## src/rtl/dqph_pkg.sv

```systemverilog
package dqph_pkg;

	localparam int HEADER_BYTES = 12;
	localparam int RES_DEPTH = 4;

	localparam logic [31:0] FNV_BASIS = 32'h811C_9DC5;
	localparam logic [31:0] FNV_MULT = 32'h0100_0193;
	localparam logic [7:0] MAX_NAME_LEN_RST = 8'hFF;
	localparam logic [7:0] DOT_CHAR = 8'h2E;
	localparam logic [2:0] FIXED_BYTES = 3'd4;

	typedef enum logic [2:0] {
		PH_HEADER,
		PH_LEN,
		PH_LABEL,
		PH_FIXED,
		PH_ANSWER,
		PH_TAIL,
		PH_SINK
	} phase_t;

	typedef enum logic [1:0] {
		KIND_CHAR,
		KIND_ANSWER,
		KIND_SUMMARY
	} kind_t;

	typedef enum logic [1:0] {
		ST_OK,
		ST_TOO_LONG,
		ST_EMPTY,
		ST_TRUNC
	} status_t;

	typedef struct packed {
		logic [7:0] data_byte;
		logic       last_byte;
	} in_item_t;

	typedef struct packed {
		kind_t       out_kind;
		logic [7:0]  out_byte;
		logic        is_response;
		logic [31:0] qname_hash;
		logic [31:0] id_qname_hash;
		logic [9:0]  answer_length;
		status_t     status;
		logic        last_result;
	} out_item_t;

	typedef struct packed {
		logic [7:0] max_name_len;
	} cfg_item_t;

	// Up to two results written into the result queue in one cycle, e0 first.
	typedef struct packed {
		logic [1:0] count;
		out_item_t  e0;
		out_item_t  e1;
	} res_push_t;

	function automatic logic [31:0] fnv_step(input logic [31:0] h, input logic [7:0] b);
		logic [31:0] x;
		x = h ^ {24'd0, b};
		return x * FNV_MULT;
	endfunction

endpackage

```

## src/rtl/dqph_stream_if.sv

```systemverilog
interface dqph_stream_if #(parameter type payload_t = logic);
	logic     valid;
	logic     ready;
	payload_t payload;

	modport source (output valid, output payload, input ready);
	modport sink (input valid, input payload, output ready);
endinterface

```

## src/rtl/dqph_parser.sv

```systemverilog
module dqph_parser import dqph_pkg::*; #(
	parameter int MAX_MESSAGE_BYTES = 512
) (
	input  logic       clk,
	input  logic       arst_n,
	input  logic       in_valid,
	input  in_item_t   in_item,
	output logic       in_ready,
	input  logic [7:0] max_name_len,
	input  logic       room,
	output res_push_t  push
);

	localparam int POS_W = $clog2(MAX_MESSAGE_BYTES + 1);
	localparam logic [POS_W-1:0] POS_MAX = POS_W'(MAX_MESSAGE_BYTES);
	localparam logic [POS_W-1:0] POS_HDR = POS_W'(HEADER_BYTES);

	in_item_t   item_s1;
	logic       valid_s1;
	logic       step;

	logic [POS_W-1:0] pos_q, pos_n;
	logic             resp_q, resp_n;
	phase_t           phase_q, phase_n;
	logic [7:0]       lbl_q, lbl_n;
	logic [8:0]       name_len_q, name_len_n;
	logic [2:0]       fixed_q, fixed_n;
	logic [31:0]      qhash_q, qhash_n;
	logic [31:0]      chash_q, chash_n;
	status_t          err_q, err_n;
	logic [9:0]       ans_q, ans_n;

	logic [7:0]  b;
	logic [9:0]  len_sum;
	logic        first_v;
	kind_t       first_kind;
	logic [7:0]  first_byte;
	status_t     sum_status;
	out_item_t   first_res;
	out_item_t   sum_res;

	assign step = valid_s1 && room;
	assign in_ready = !valid_s1 || step;
	assign b = item_s1.data_byte;
	assign len_sum = {1'b0, name_len_q} + {2'b00, b} + 10'd1;

	always_ff @(posedge clk or negedge arst_n) begin
		if (!arst_n) begin
			valid_s1 <= 1'b0;
		end else if (in_ready) begin
			valid_s1 <= in_valid;
		end
	end

	always_ff @(posedge clk) begin
		if (in_valid && in_ready) begin
			item_s1 <= in_item;
		end
	end

	always_comb begin
		pos_n = pos_q;
		resp_n = resp_q;
		phase_n = phase_q;
		lbl_n = lbl_q;
		name_len_n = name_len_q;
		fixed_n = fixed_q;
		qhash_n = qhash_q;
		chash_n = chash_q;
		err_n = err_q;
		ans_n = ans_q;
		first_v = 1'b0;
		first_kind = KIND_CHAR;
		first_byte = 8'd0;
		sum_status = ST_OK;

		if (pos_q >= POS_MAX) begin
			// Bytes past the size limit are dropped; they mark an error-free message truncated.
			if (err_q == ST_OK) begin
				err_n = ST_TRUNC;
			end
		end else begin
			pos_n = pos_q + 1'b1;
			unique case (phase_q)
				PH_HEADER: begin
					if (pos_q == '0 || pos_q == POS_W'(1)) begin
						chash_n = fnv_step(chash_q, b);
					end
					if (pos_q == POS_W'(2)) begin
						resp_n = b[7];
					end
					if (pos_n >= POS_HDR) begin
						phase_n = PH_LEN;
					end
				end
				PH_LEN: begin
					if (len_sum > {2'b00, max_name_len}) begin
						err_n = ST_TOO_LONG;
						phase_n = PH_SINK;
					end else if (b == 8'd0) begin
						if (!resp_q && name_len_q == 9'd0) begin
							err_n = ST_EMPTY;
							phase_n = PH_SINK;
						end else if (resp_q) begin
							fixed_n = FIXED_BYTES;
							phase_n = PH_FIXED;
						end else begin
							phase_n = PH_TAIL;
						end
					end else begin
						qhash_n = fnv_step(qhash_q, b);
						chash_n = fnv_step(chash_q, b);
						if (!resp_q && name_len_q != 9'd0) begin
							first_v = 1'b1;
							first_kind = KIND_CHAR;
							first_byte = DOT_CHAR;
						end
						name_len_n = len_sum[8:0];
						lbl_n = b;
						phase_n = PH_LABEL;
					end
				end
				PH_LABEL: begin
					qhash_n = fnv_step(qhash_q, b);
					chash_n = fnv_step(chash_q, b);
					if (!resp_q) begin
						first_v = 1'b1;
						first_kind = KIND_CHAR;
						first_byte = b;
					end
					lbl_n = lbl_q - 8'd1;
					if (lbl_n == 8'd0) begin
						phase_n = PH_LEN;
					end
				end
				PH_FIXED: begin
					fixed_n = fixed_q - 3'd1;
					if (fixed_n == 3'd0) begin
						phase_n = PH_ANSWER;
					end
				end
				PH_ANSWER: begin
					first_v = 1'b1;
					first_kind = KIND_ANSWER;
					first_byte = b;
					ans_n = ans_q + 10'd1;
				end
				PH_TAIL, PH_SINK: begin
				end
				default: begin
				end
			endcase
		end

		sum_status = err_n;
		if (err_n == ST_OK && (phase_n == PH_HEADER || phase_n == PH_LEN ||
				phase_n == PH_LABEL || phase_n == PH_FIXED)) begin
			sum_status = ST_TRUNC;
		end

		first_res = '{out_kind: first_kind, out_byte: first_byte, is_response: resp_n,
			qname_hash: 32'd0, id_qname_hash: 32'd0, answer_length: 10'd0,
			status: ST_OK, last_result: 1'b0};
		sum_res = '{out_kind: KIND_SUMMARY, out_byte: 8'd0, is_response: resp_n,
			qname_hash: qhash_n, id_qname_hash: chash_n, answer_length: ans_n,
			status: sum_status, last_result: 1'b1};

		push.count = 2'd0;
		push.e0 = sum_res;
		push.e1 = sum_res;
		if (step) begin
			if (first_v) begin
				push.e0 = first_res;
				push.count = item_s1.last_byte ? 2'd2 : 2'd1;
			end else begin
				push.count = item_s1.last_byte ? 2'd1 : 2'd0;
			end
		end

		// The last byte ends the message: all parse state returns to its reset value.
		if (item_s1.last_byte) begin
			pos_n = '0;
			resp_n = 1'b0;
			phase_n = PH_HEADER;
			lbl_n = 8'd0;
			name_len_n = 9'd0;
			fixed_n = 3'd0;
			qhash_n = FNV_BASIS;
			chash_n = FNV_BASIS;
			err_n = ST_OK;
			ans_n = 10'd0;
		end
	end

	always_ff @(posedge clk or negedge arst_n) begin
		if (!arst_n) begin
			pos_q <= '0;
			resp_q <= 1'b0;
			phase_q <= PH_HEADER;
			lbl_q <= 8'd0;
			name_len_q <= 9'd0;
			fixed_q <= 3'd0;
			qhash_q <= FNV_BASIS;
			chash_q <= FNV_BASIS;
			err_q <= ST_OK;
			ans_q <= 10'd0;
		end else if (step) begin
			pos_q <= pos_n;
			resp_q <= resp_n;
			phase_q <= phase_n;
			lbl_q <= lbl_n;
			name_len_q <= name_len_n;
			fixed_q <= fixed_n;
			qhash_q <= qhash_n;
			chash_q <= chash_n;
			err_q <= err_n;
			ans_q <= ans_n;
		end
	end

	a_sink_has_error: assert property (@(posedge clk) disable iff (!arst_n)
		phase_q == PH_SINK |-> err_q != ST_OK)
		else $error("parser idles in sink phase without an error code");

	a_pos_bounded: assert property (@(posedge clk) disable iff (!arst_n)
		pos_q <= POS_MAX)
		else $error("byte position ran past the message size limit");

	a_label_nonzero: assert property (@(posedge clk) disable iff (!arst_n)
		phase_q == PH_LABEL |-> lbl_q != 8'd0)
		else $error("label phase entered with no label bytes left");

	a_fixed_response: assert property (@(posedge clk) disable iff (!arst_n)
		phase_q == PH_FIXED |-> (fixed_q != 3'd0 && resp_q))
		else $error("fixed field skip outside a response or with zero count");

endmodule

```

## src/rtl/dqph_res_fifo.sv

```systemverilog
module dqph_res_fifo import dqph_pkg::*; (
	input  logic      clk,
	input  logic      arst_n,
	input  res_push_t push,
	output logic      room,
	dqph_stream_if.source res
);

	localparam int PTR_W = $clog2(RES_DEPTH);
	localparam int CNT_W = $clog2(RES_DEPTH + 1);
	localparam logic [CNT_W-1:0] ROOM_LIMIT = CNT_W'(RES_DEPTH - 2);

	out_item_t        mem_q [RES_DEPTH];
	logic [PTR_W-1:0] wr_ptr_q;
	logic [PTR_W-1:0] rd_ptr_q;
	logic [CNT_W-1:0] cnt_q;
	logic             pop;
	logic [PTR_W-1:0] wr_ptr_p1;

	// Room for two results, so a byte that ends the message never overflows.
	assign room = cnt_q <= ROOM_LIMIT;
	assign res.valid = cnt_q != '0;
	assign res.payload = mem_q[rd_ptr_q];
	assign pop = res.valid && res.ready;
	assign wr_ptr_p1 = wr_ptr_q + 1'b1;

	always_ff @(posedge clk) begin
		if (push.count != 2'd0) begin
			mem_q[wr_ptr_q] <= push.e0;
		end
		if (push.count == 2'd2) begin
			mem_q[wr_ptr_p1] <= push.e1;
		end
	end

	always_ff @(posedge clk or negedge arst_n) begin
		if (!arst_n) begin
			wr_ptr_q <= '0;
			rd_ptr_q <= '0;
			cnt_q <= '0;
		end else begin
			wr_ptr_q <= wr_ptr_q + PTR_W'(push.count);
			if (pop) begin
				rd_ptr_q <= rd_ptr_q + 1'b1;
			end
			cnt_q <= cnt_q + CNT_W'(push.count) - CNT_W'(pop);
		end
	end

	a_cnt_bounded: assert property (@(posedge clk) disable iff (!arst_n)
		cnt_q <= CNT_W'(RES_DEPTH))
		else $error("result queue holds more than its depth");

	a_push_with_room: assert property (@(posedge clk) disable iff (!arst_n)
		push.count != 2'd0 |-> room)
		else $error("result written while the queue lacks room");

	a_push_count_legal: assert property (@(posedge clk) disable iff (!arst_n)
		push.count != 2'd3)
		else $error("more than two results from one byte");

endmodule

```

## src/rtl/dns_question_parser_hasher.sv

```systemverilog
// Channel | Dir | Payload                                          | Handshake
// msg     | in  | data_byte[7:0], last_byte                        | valid/ready
// res     | out | out_kind, out_byte, is_response, qname_hash,     | valid/ready
//         |     | id_qname_hash, answer_length, status, last_result |
// cfg     | in  | max_name_len[7:0]                                | valid/ready
//
// One message byte is taken per cycle; it is registered before its results are queued.
// A byte that yields a character or answer byte and also ends the message puts two
// results into the four-entry queue, which drains one result per cycle when res is ready.
// Input stalls only when that queue has fewer than two free entries.
// arst_n clears the parse state and sets max_name_len to 255; cfg is always ready.
module dns_question_parser_hasher import dqph_pkg::*; #(
	parameter int MAX_MESSAGE_BYTES = 512
) (
	input logic clk,
	input logic arst_n,
	dqph_stream_if.sink   msg,
	dqph_stream_if.source res,
	dqph_stream_if.sink   cfg
);

	logic [7:0] max_name_len_q;
	logic       room;
	logic       in_ready;
	res_push_t  push;
	cfg_item_t  cfg_item;

	assign cfg.ready = 1'b1;
	assign cfg_item = cfg.payload;
	assign msg.ready = in_ready;

	always_ff @(posedge clk or negedge arst_n) begin
		if (!arst_n) begin
			max_name_len_q <= MAX_NAME_LEN_RST;
		end else if (cfg.valid) begin
			max_name_len_q <= cfg_item.max_name_len;
		end
	end

	dqph_parser #(
		.MAX_MESSAGE_BYTES(MAX_MESSAGE_BYTES)
	) u_parser (
		.clk(clk),
		.arst_n(arst_n),
		.in_valid(msg.valid),
		.in_item(msg.payload),
		.in_ready(in_ready),
		.max_name_len(max_name_len_q),
		.room(room),
		.push(push)
	);

	dqph_res_fifo u_res_fifo (
		.clk(clk),
		.arst_n(arst_n),
		.push(push),
		.room(room),
		.res(res)
	);

endmodule

```

## src/flat_wrapper.sv

```systemverilog
// flat-port wrapper written by rule: the top's interface ports become plain ports
module dns_question_parser_hasher_flat import dqph_pkg::*;
#(
	parameter int MAX_MESSAGE_BYTES = 512
)
  (clk, arst_n, msg_valid, msg_payload, msg_ready, res_valid, res_payload, res_ready, cfg_valid, cfg_payload, cfg_ready);
  dqph_stream_if #(.payload_t(in_item_t)) msg_i ();
  dqph_stream_if #(.payload_t(out_item_t)) res_i ();
  dqph_stream_if #(.payload_t(cfg_item_t)) cfg_i ();
  input logic clk;
  input logic arst_n;
  input wire logic [$bits(msg_i.valid)-1:0] msg_valid;
  input wire logic [$bits(msg_i.payload)-1:0] msg_payload;
  output wire logic [$bits(msg_i.ready)-1:0] msg_ready;
  output wire logic [$bits(res_i.valid)-1:0] res_valid;
  output wire logic [$bits(res_i.payload)-1:0] res_payload;
  input wire logic [$bits(res_i.ready)-1:0] res_ready;
  input wire logic [$bits(cfg_i.valid)-1:0] cfg_valid;
  input wire logic [$bits(cfg_i.payload)-1:0] cfg_payload;
  output wire logic [$bits(cfg_i.ready)-1:0] cfg_ready;
  assign msg_i.valid = msg_valid;
  assign msg_i.payload = msg_payload;
  assign msg_ready = msg_i.ready;
  assign res_valid = res_i.valid;
  assign res_payload = res_i.payload;
  assign res_i.ready = res_ready;
  assign cfg_i.valid = cfg_valid;
  assign cfg_i.payload = cfg_payload;
  assign cfg_ready = cfg_i.ready;
  dns_question_parser_hasher #(.MAX_MESSAGE_BYTES(MAX_MESSAGE_BYTES)) u_core (.clk(clk), .arst_n(arst_n), .msg(msg_i), .res(res_i), .cfg(cfg_i));
endmodule
```

## config.mk

```make
export PLATFORM = sky130hd
export DESIGN_NAME = dns_question_parser_hasher_flat
export DESIGN_NICKNAME = d
export VERILOG_FILES = /design/src/rtl/dqph_pkg.sv /design/src/rtl/dqph_stream_if.sv /design/src/rtl/dqph_parser.sv /design/src/rtl/dqph_res_fifo.sv /design/src/rtl/dns_question_parser_hasher.sv /design/src/flat_wrapper.sv
export SDC_FILE = /design/constraint.sdc
export NUM_CORES = 2
export LEC_CHECK = 0
export ABC_AREA = 1
export BUFFER_PORTS_ARGS = -buffer_cell sky130_fd_sc_hd__buf_2
export CAP_MARGIN = 5
export CORE_AREA = 2 2 246 490
export CTS_BUF_LIST = sky130_fd_sc_hd__clkbuf_8
export DETAILED_ROUTE_END_ITERATION = 16
export DIE_AREA = 0 0 248 492
export HOLD_SLACK_MARGIN = 0.06
export SLEW_MARGIN = 20
export SYNTH_ARGS = -nofsm -noshare
export SYNTH_HDL_FRONTEND = slang
export SYNTH_HIERARCHICAL = 1
export SYNTH_SLANG_ARGS = --single-unit
```

## constraint.sdc

```tcl
create_clock -name clk -period 7.2 [get_ports clk]
set_input_delay 0.72 -clock clk [delete_from_list [all_inputs] [get_ports clk]]
set_output_delay 0.72 -clock clk [all_outputs]
set_load 0.1 [all_outputs]
```

==> results.yml <==
status:
  outcome: "finished, final reports clean"
cells_and_area:
  syn_to_final_growth_pct: 8.99
  final_common_cell: "nand2_1"
  fin_nets: 6021
  final_cell_mix: "nand2_1, inv_1, nand3_1"
  post_route_cells_drive_above_1_share_pct: 6.87
clock_network:
  cts-hold-fix-buffers: 1
  cts_resized: 0
  htreeDepth: 3
  clock_latency_ns: 0.76
  post-cts-setup-buffers: 0
  cts_tree: "done"
  clk_pin_slew_ns: 0.06
  root_buffer: "clkbuf_8"
  cts_buffers: 81
  clock_tree.buffer_depth: 3
  cts.sinks: 487
timing:
  post-route-period-util_pct: 90.4
  drv_slew: 0
  finalCriticalPeriod_ns: 6.51
  hold_viol_final: 0
  rsz0062_at_grt: "no"
  slew-limit-headroom_pct: 24.0
  worst_slew_pin_slew_ns: 1.14
  tns_ns: 0
  maxClockFrequency_ghz: 0.154
  finClkSkew_ns: 0.0695
  setup_viol: 0
die:
  die_h_um: 492
  rows: 179
  core-area_um2: 118000
  dieArea_um2: 122000
  fp.dieW_um: 248
  initial_core_util_pct: 34.7
  num_io_pins: 113
detailed_routing:
  first_pass_iters: 6
  wire_per_inst_um: 18.1
  postRouteAntennaNets: 0
  routed_wl_um: 128000
  drtIter0Drc: 2649
  via_per_inst: 4.99
  drc_errors: 0
  vias: 35232
hold_path:
  holdPathStages: 1
  hold_class: "in -> reg"
  whs_endpoint: "u_core/u_parser/item_s1[0]"
  min-delay-start: "msg_payload[0]"
synth:
  synth.distinct_cells: 52
  ys_warn_count: 6
  synth.area.mux_share_pct: 0
  synth-simple-area-share_pct: 26.9
  synth_xor_xnor_area_share_pct: 2.18
  async_flop_share_pct: 25.9
  synth_fa_ha_area_share_pct: 19.5
  synth_compound_gate_area_share_pct: 7.28
  syn_area_um2: 41100
  synth_top_family_by_area: "simple AND/OR/NAND/NOR gates"
  yosysSeqAreaShare_pct: 34.2
  synth_flop_cell: "edfxtp_1"
  avgSynthCellArea_um2: 7.56
  synthCells: 5429
  synth_seq_cells: 487
  synth_edf_count: 361
critical_path:
  timing.rr.start: "u_core/u_parser/b[6]"
  rrSetupSlack_ns: 0.69
  arrival_ns: 7.01
  cp_max_fo: 6
  cp-end-kind: "flop"
  critPathKind: "reg -> reg"
  r2r_cells: 24
  crit_path_start_kind: "flop"
  crit_required_ns: 7.70
  rr_endpoint: "u_core/u_res_fifo/mem_q[1][30]"
placed_design:
  dpl.hpwl_um: 90400
  place_congestion: 0.983
  port_buffers: 111
global_routing:
  grt_busiest_layer: "met2"
  grt_use_met2_pct: 34.7
  antenna_found_initial: 4
  gr-usage-met1_pct: 28.2
  grt_pass1_vias: 33565
  grt_max_degree: 160
  grtUsageMet3_pct: 3.23
  grt_usage_pct: 21.0
  grt-ovfl-total: 0
  grt_pass1_wl_um: 198000
flow_run:
  cap_violations: 0
==> Yosys cell counts (all sizes together), types with 42 or more instances <==
| master | instances | share of area, % |
|---|---|---|
| o21ai | 328 | 4.0 |
| fa | 150 | 7.3 |
| a21oi | 177 | 2.2 |
| buf | 132 | 1.9 |
| edfxtp | 361 | 26 |
| nand4 | 42 | 0.69 |
| xor2 | 63 | 1.3 |
| ha | 400 | 12 |
| clkbuf | 121 | 1.1 |
| inv | 752 | 6.9 |
| nor2 | 343 | 3.2 |
| nand2 | 1838 | 17 |
| dfrtp | 90 | 5.5 |
| nand3 | 428 | 5.2 |
==> sequential cells by signal, indices dropped and copies added (netlist names) <==
signal,cells
u_core/u_res_fifo/cnt_q,3
u_core/u_res_fifo/wr_ptr_q,2
u_core/u_parser/b,8
u_core/u_parser/fixed_q,3
u_core/u_parser/pos_q,10
u_core/u_parser/ans_q,10
u_core/u_parser/name_len_q,9
u_core/u_parser/err_q,2
u_core/u_parser/resp_q,1
u_core/u_parser/qhash_q,32
u_core/u_parser/item_s1,1
u_core/u_parser/chash_q,32
u_core/u_res_fifo/rd_ptr_q,2
u_core/u_parser/lbl_q,8
u_core/u_parser/valid_s1,1
u_core/u_res_fifo/mem_q,352
u_core/u_parser/phase_q,3
u_core/max_name_len_q,8
==> critical path, cell delays in order (launching register included) <==
cell and delay (ns):
edfxtp_1 0.55, xor2_1 0.68, ha_1 0.37, ha_1 0.31, fa_1 0.44, ha_1 0.21, fa_1 0.48, ha_1 0.29
inv_1 0.05, fa_1 0.54, inv_1 0.04, ha_1 0.39, nand2_1 0.13, nor2_1 0.25, nor3b_1 0.44, nand2_1 0.10
nand2_1 0.12, xnor2_1 0.20, inv_1 0.10, o21ai_0 0.15, nand4_1 0.12, nand2_1 0.10, inv_1 0.08, nand3_1 0.08
nand2_1 0.06
==> metrics by stage <==
stage	worst slack (ns)	cells	hold slack, ns	util (%)	instance area (µm²)
3_3_place_gp	0.663	6903	0.452	36.4	43100
3_5_place_dp	0.701	6903	0.460	36.4	43100
4_1_cts	0.706	7056	0.0848	37.8	44800
5_1_grt	0.270	7057	0.123	37.8	44800
6_report	0.689	7057	0.158	37.8	44800
2_1_floorplan	0.921	5438	0.424	-	41100
==> final cells by class <==
cell class / count / area [µm²]
diodes: 1 / 2.50
clock buffers: 85 / 1170
clock inverters: 67 / 473
fillers: 12256 / 73700
inverters: 754 / 2840
multi-input cells: 3944 / 23100
flip-flops and latches: 487 / 14000
well taps: 1538 / 1920
repair buffers: 181 / 1230
==> worst max path at each step <==
stage / to / slack (ns) / depth (start not counted) / start
6_report: u_core/u_res_fifo/mem_q[1][30] / 0.69 / 24 / u_core/u_parser/b[6]
5_1_grt: u_core/u_res_fifo/mem_q[2][39] / 0.27 / 27 / u_core/u_parser/b[6]
4_1_cts: u_core/u_res_fifo/mem_q[3][34] / 0.71 / 27 / u_core/u_parser/b[6]
3_5_place_dp: u_core/u_res_fifo/mem_q[3][34] / 0.70 / 27 / u_core/u_parser/b[6]
3_3_place_gp: u_core/u_res_fifo/mem_q[1][31] / 0.66 / 25 / u_core/u_parser/b[6]
2_1_floorplan: u_core/u_res_fifo/mem_q[1][0] / 0.92 / 29 / u_core/u_parser/b[0]
==> routing by layer <==
| layer | part of all wire [%] | vias up |
|---|---|---|
| met3 | 6.9 | 205 |
| li1 | - | 17401 |
| met1 | 43 | 16455 |
| met4 | 2.6 | 2 |
| met2 | 47 | 1169 |
| met5 | 0.010 | - |
==> logic make-up (layout without fill, tap and decap cells) <==
family,Yosys count,in the layout
DFF,487,487
and+or+nand+nor,2712,2712
adders and majority gates,550,550
buffers and inverters,1007,1087
AOI/OAI and AO/OA,568,568
other,3,13
xor gates and xnor gates,102,102
Power is left out: the tool's default activity adds up to more than one toggle a clock period on the data nets, which glitch-free logic cannot reach.
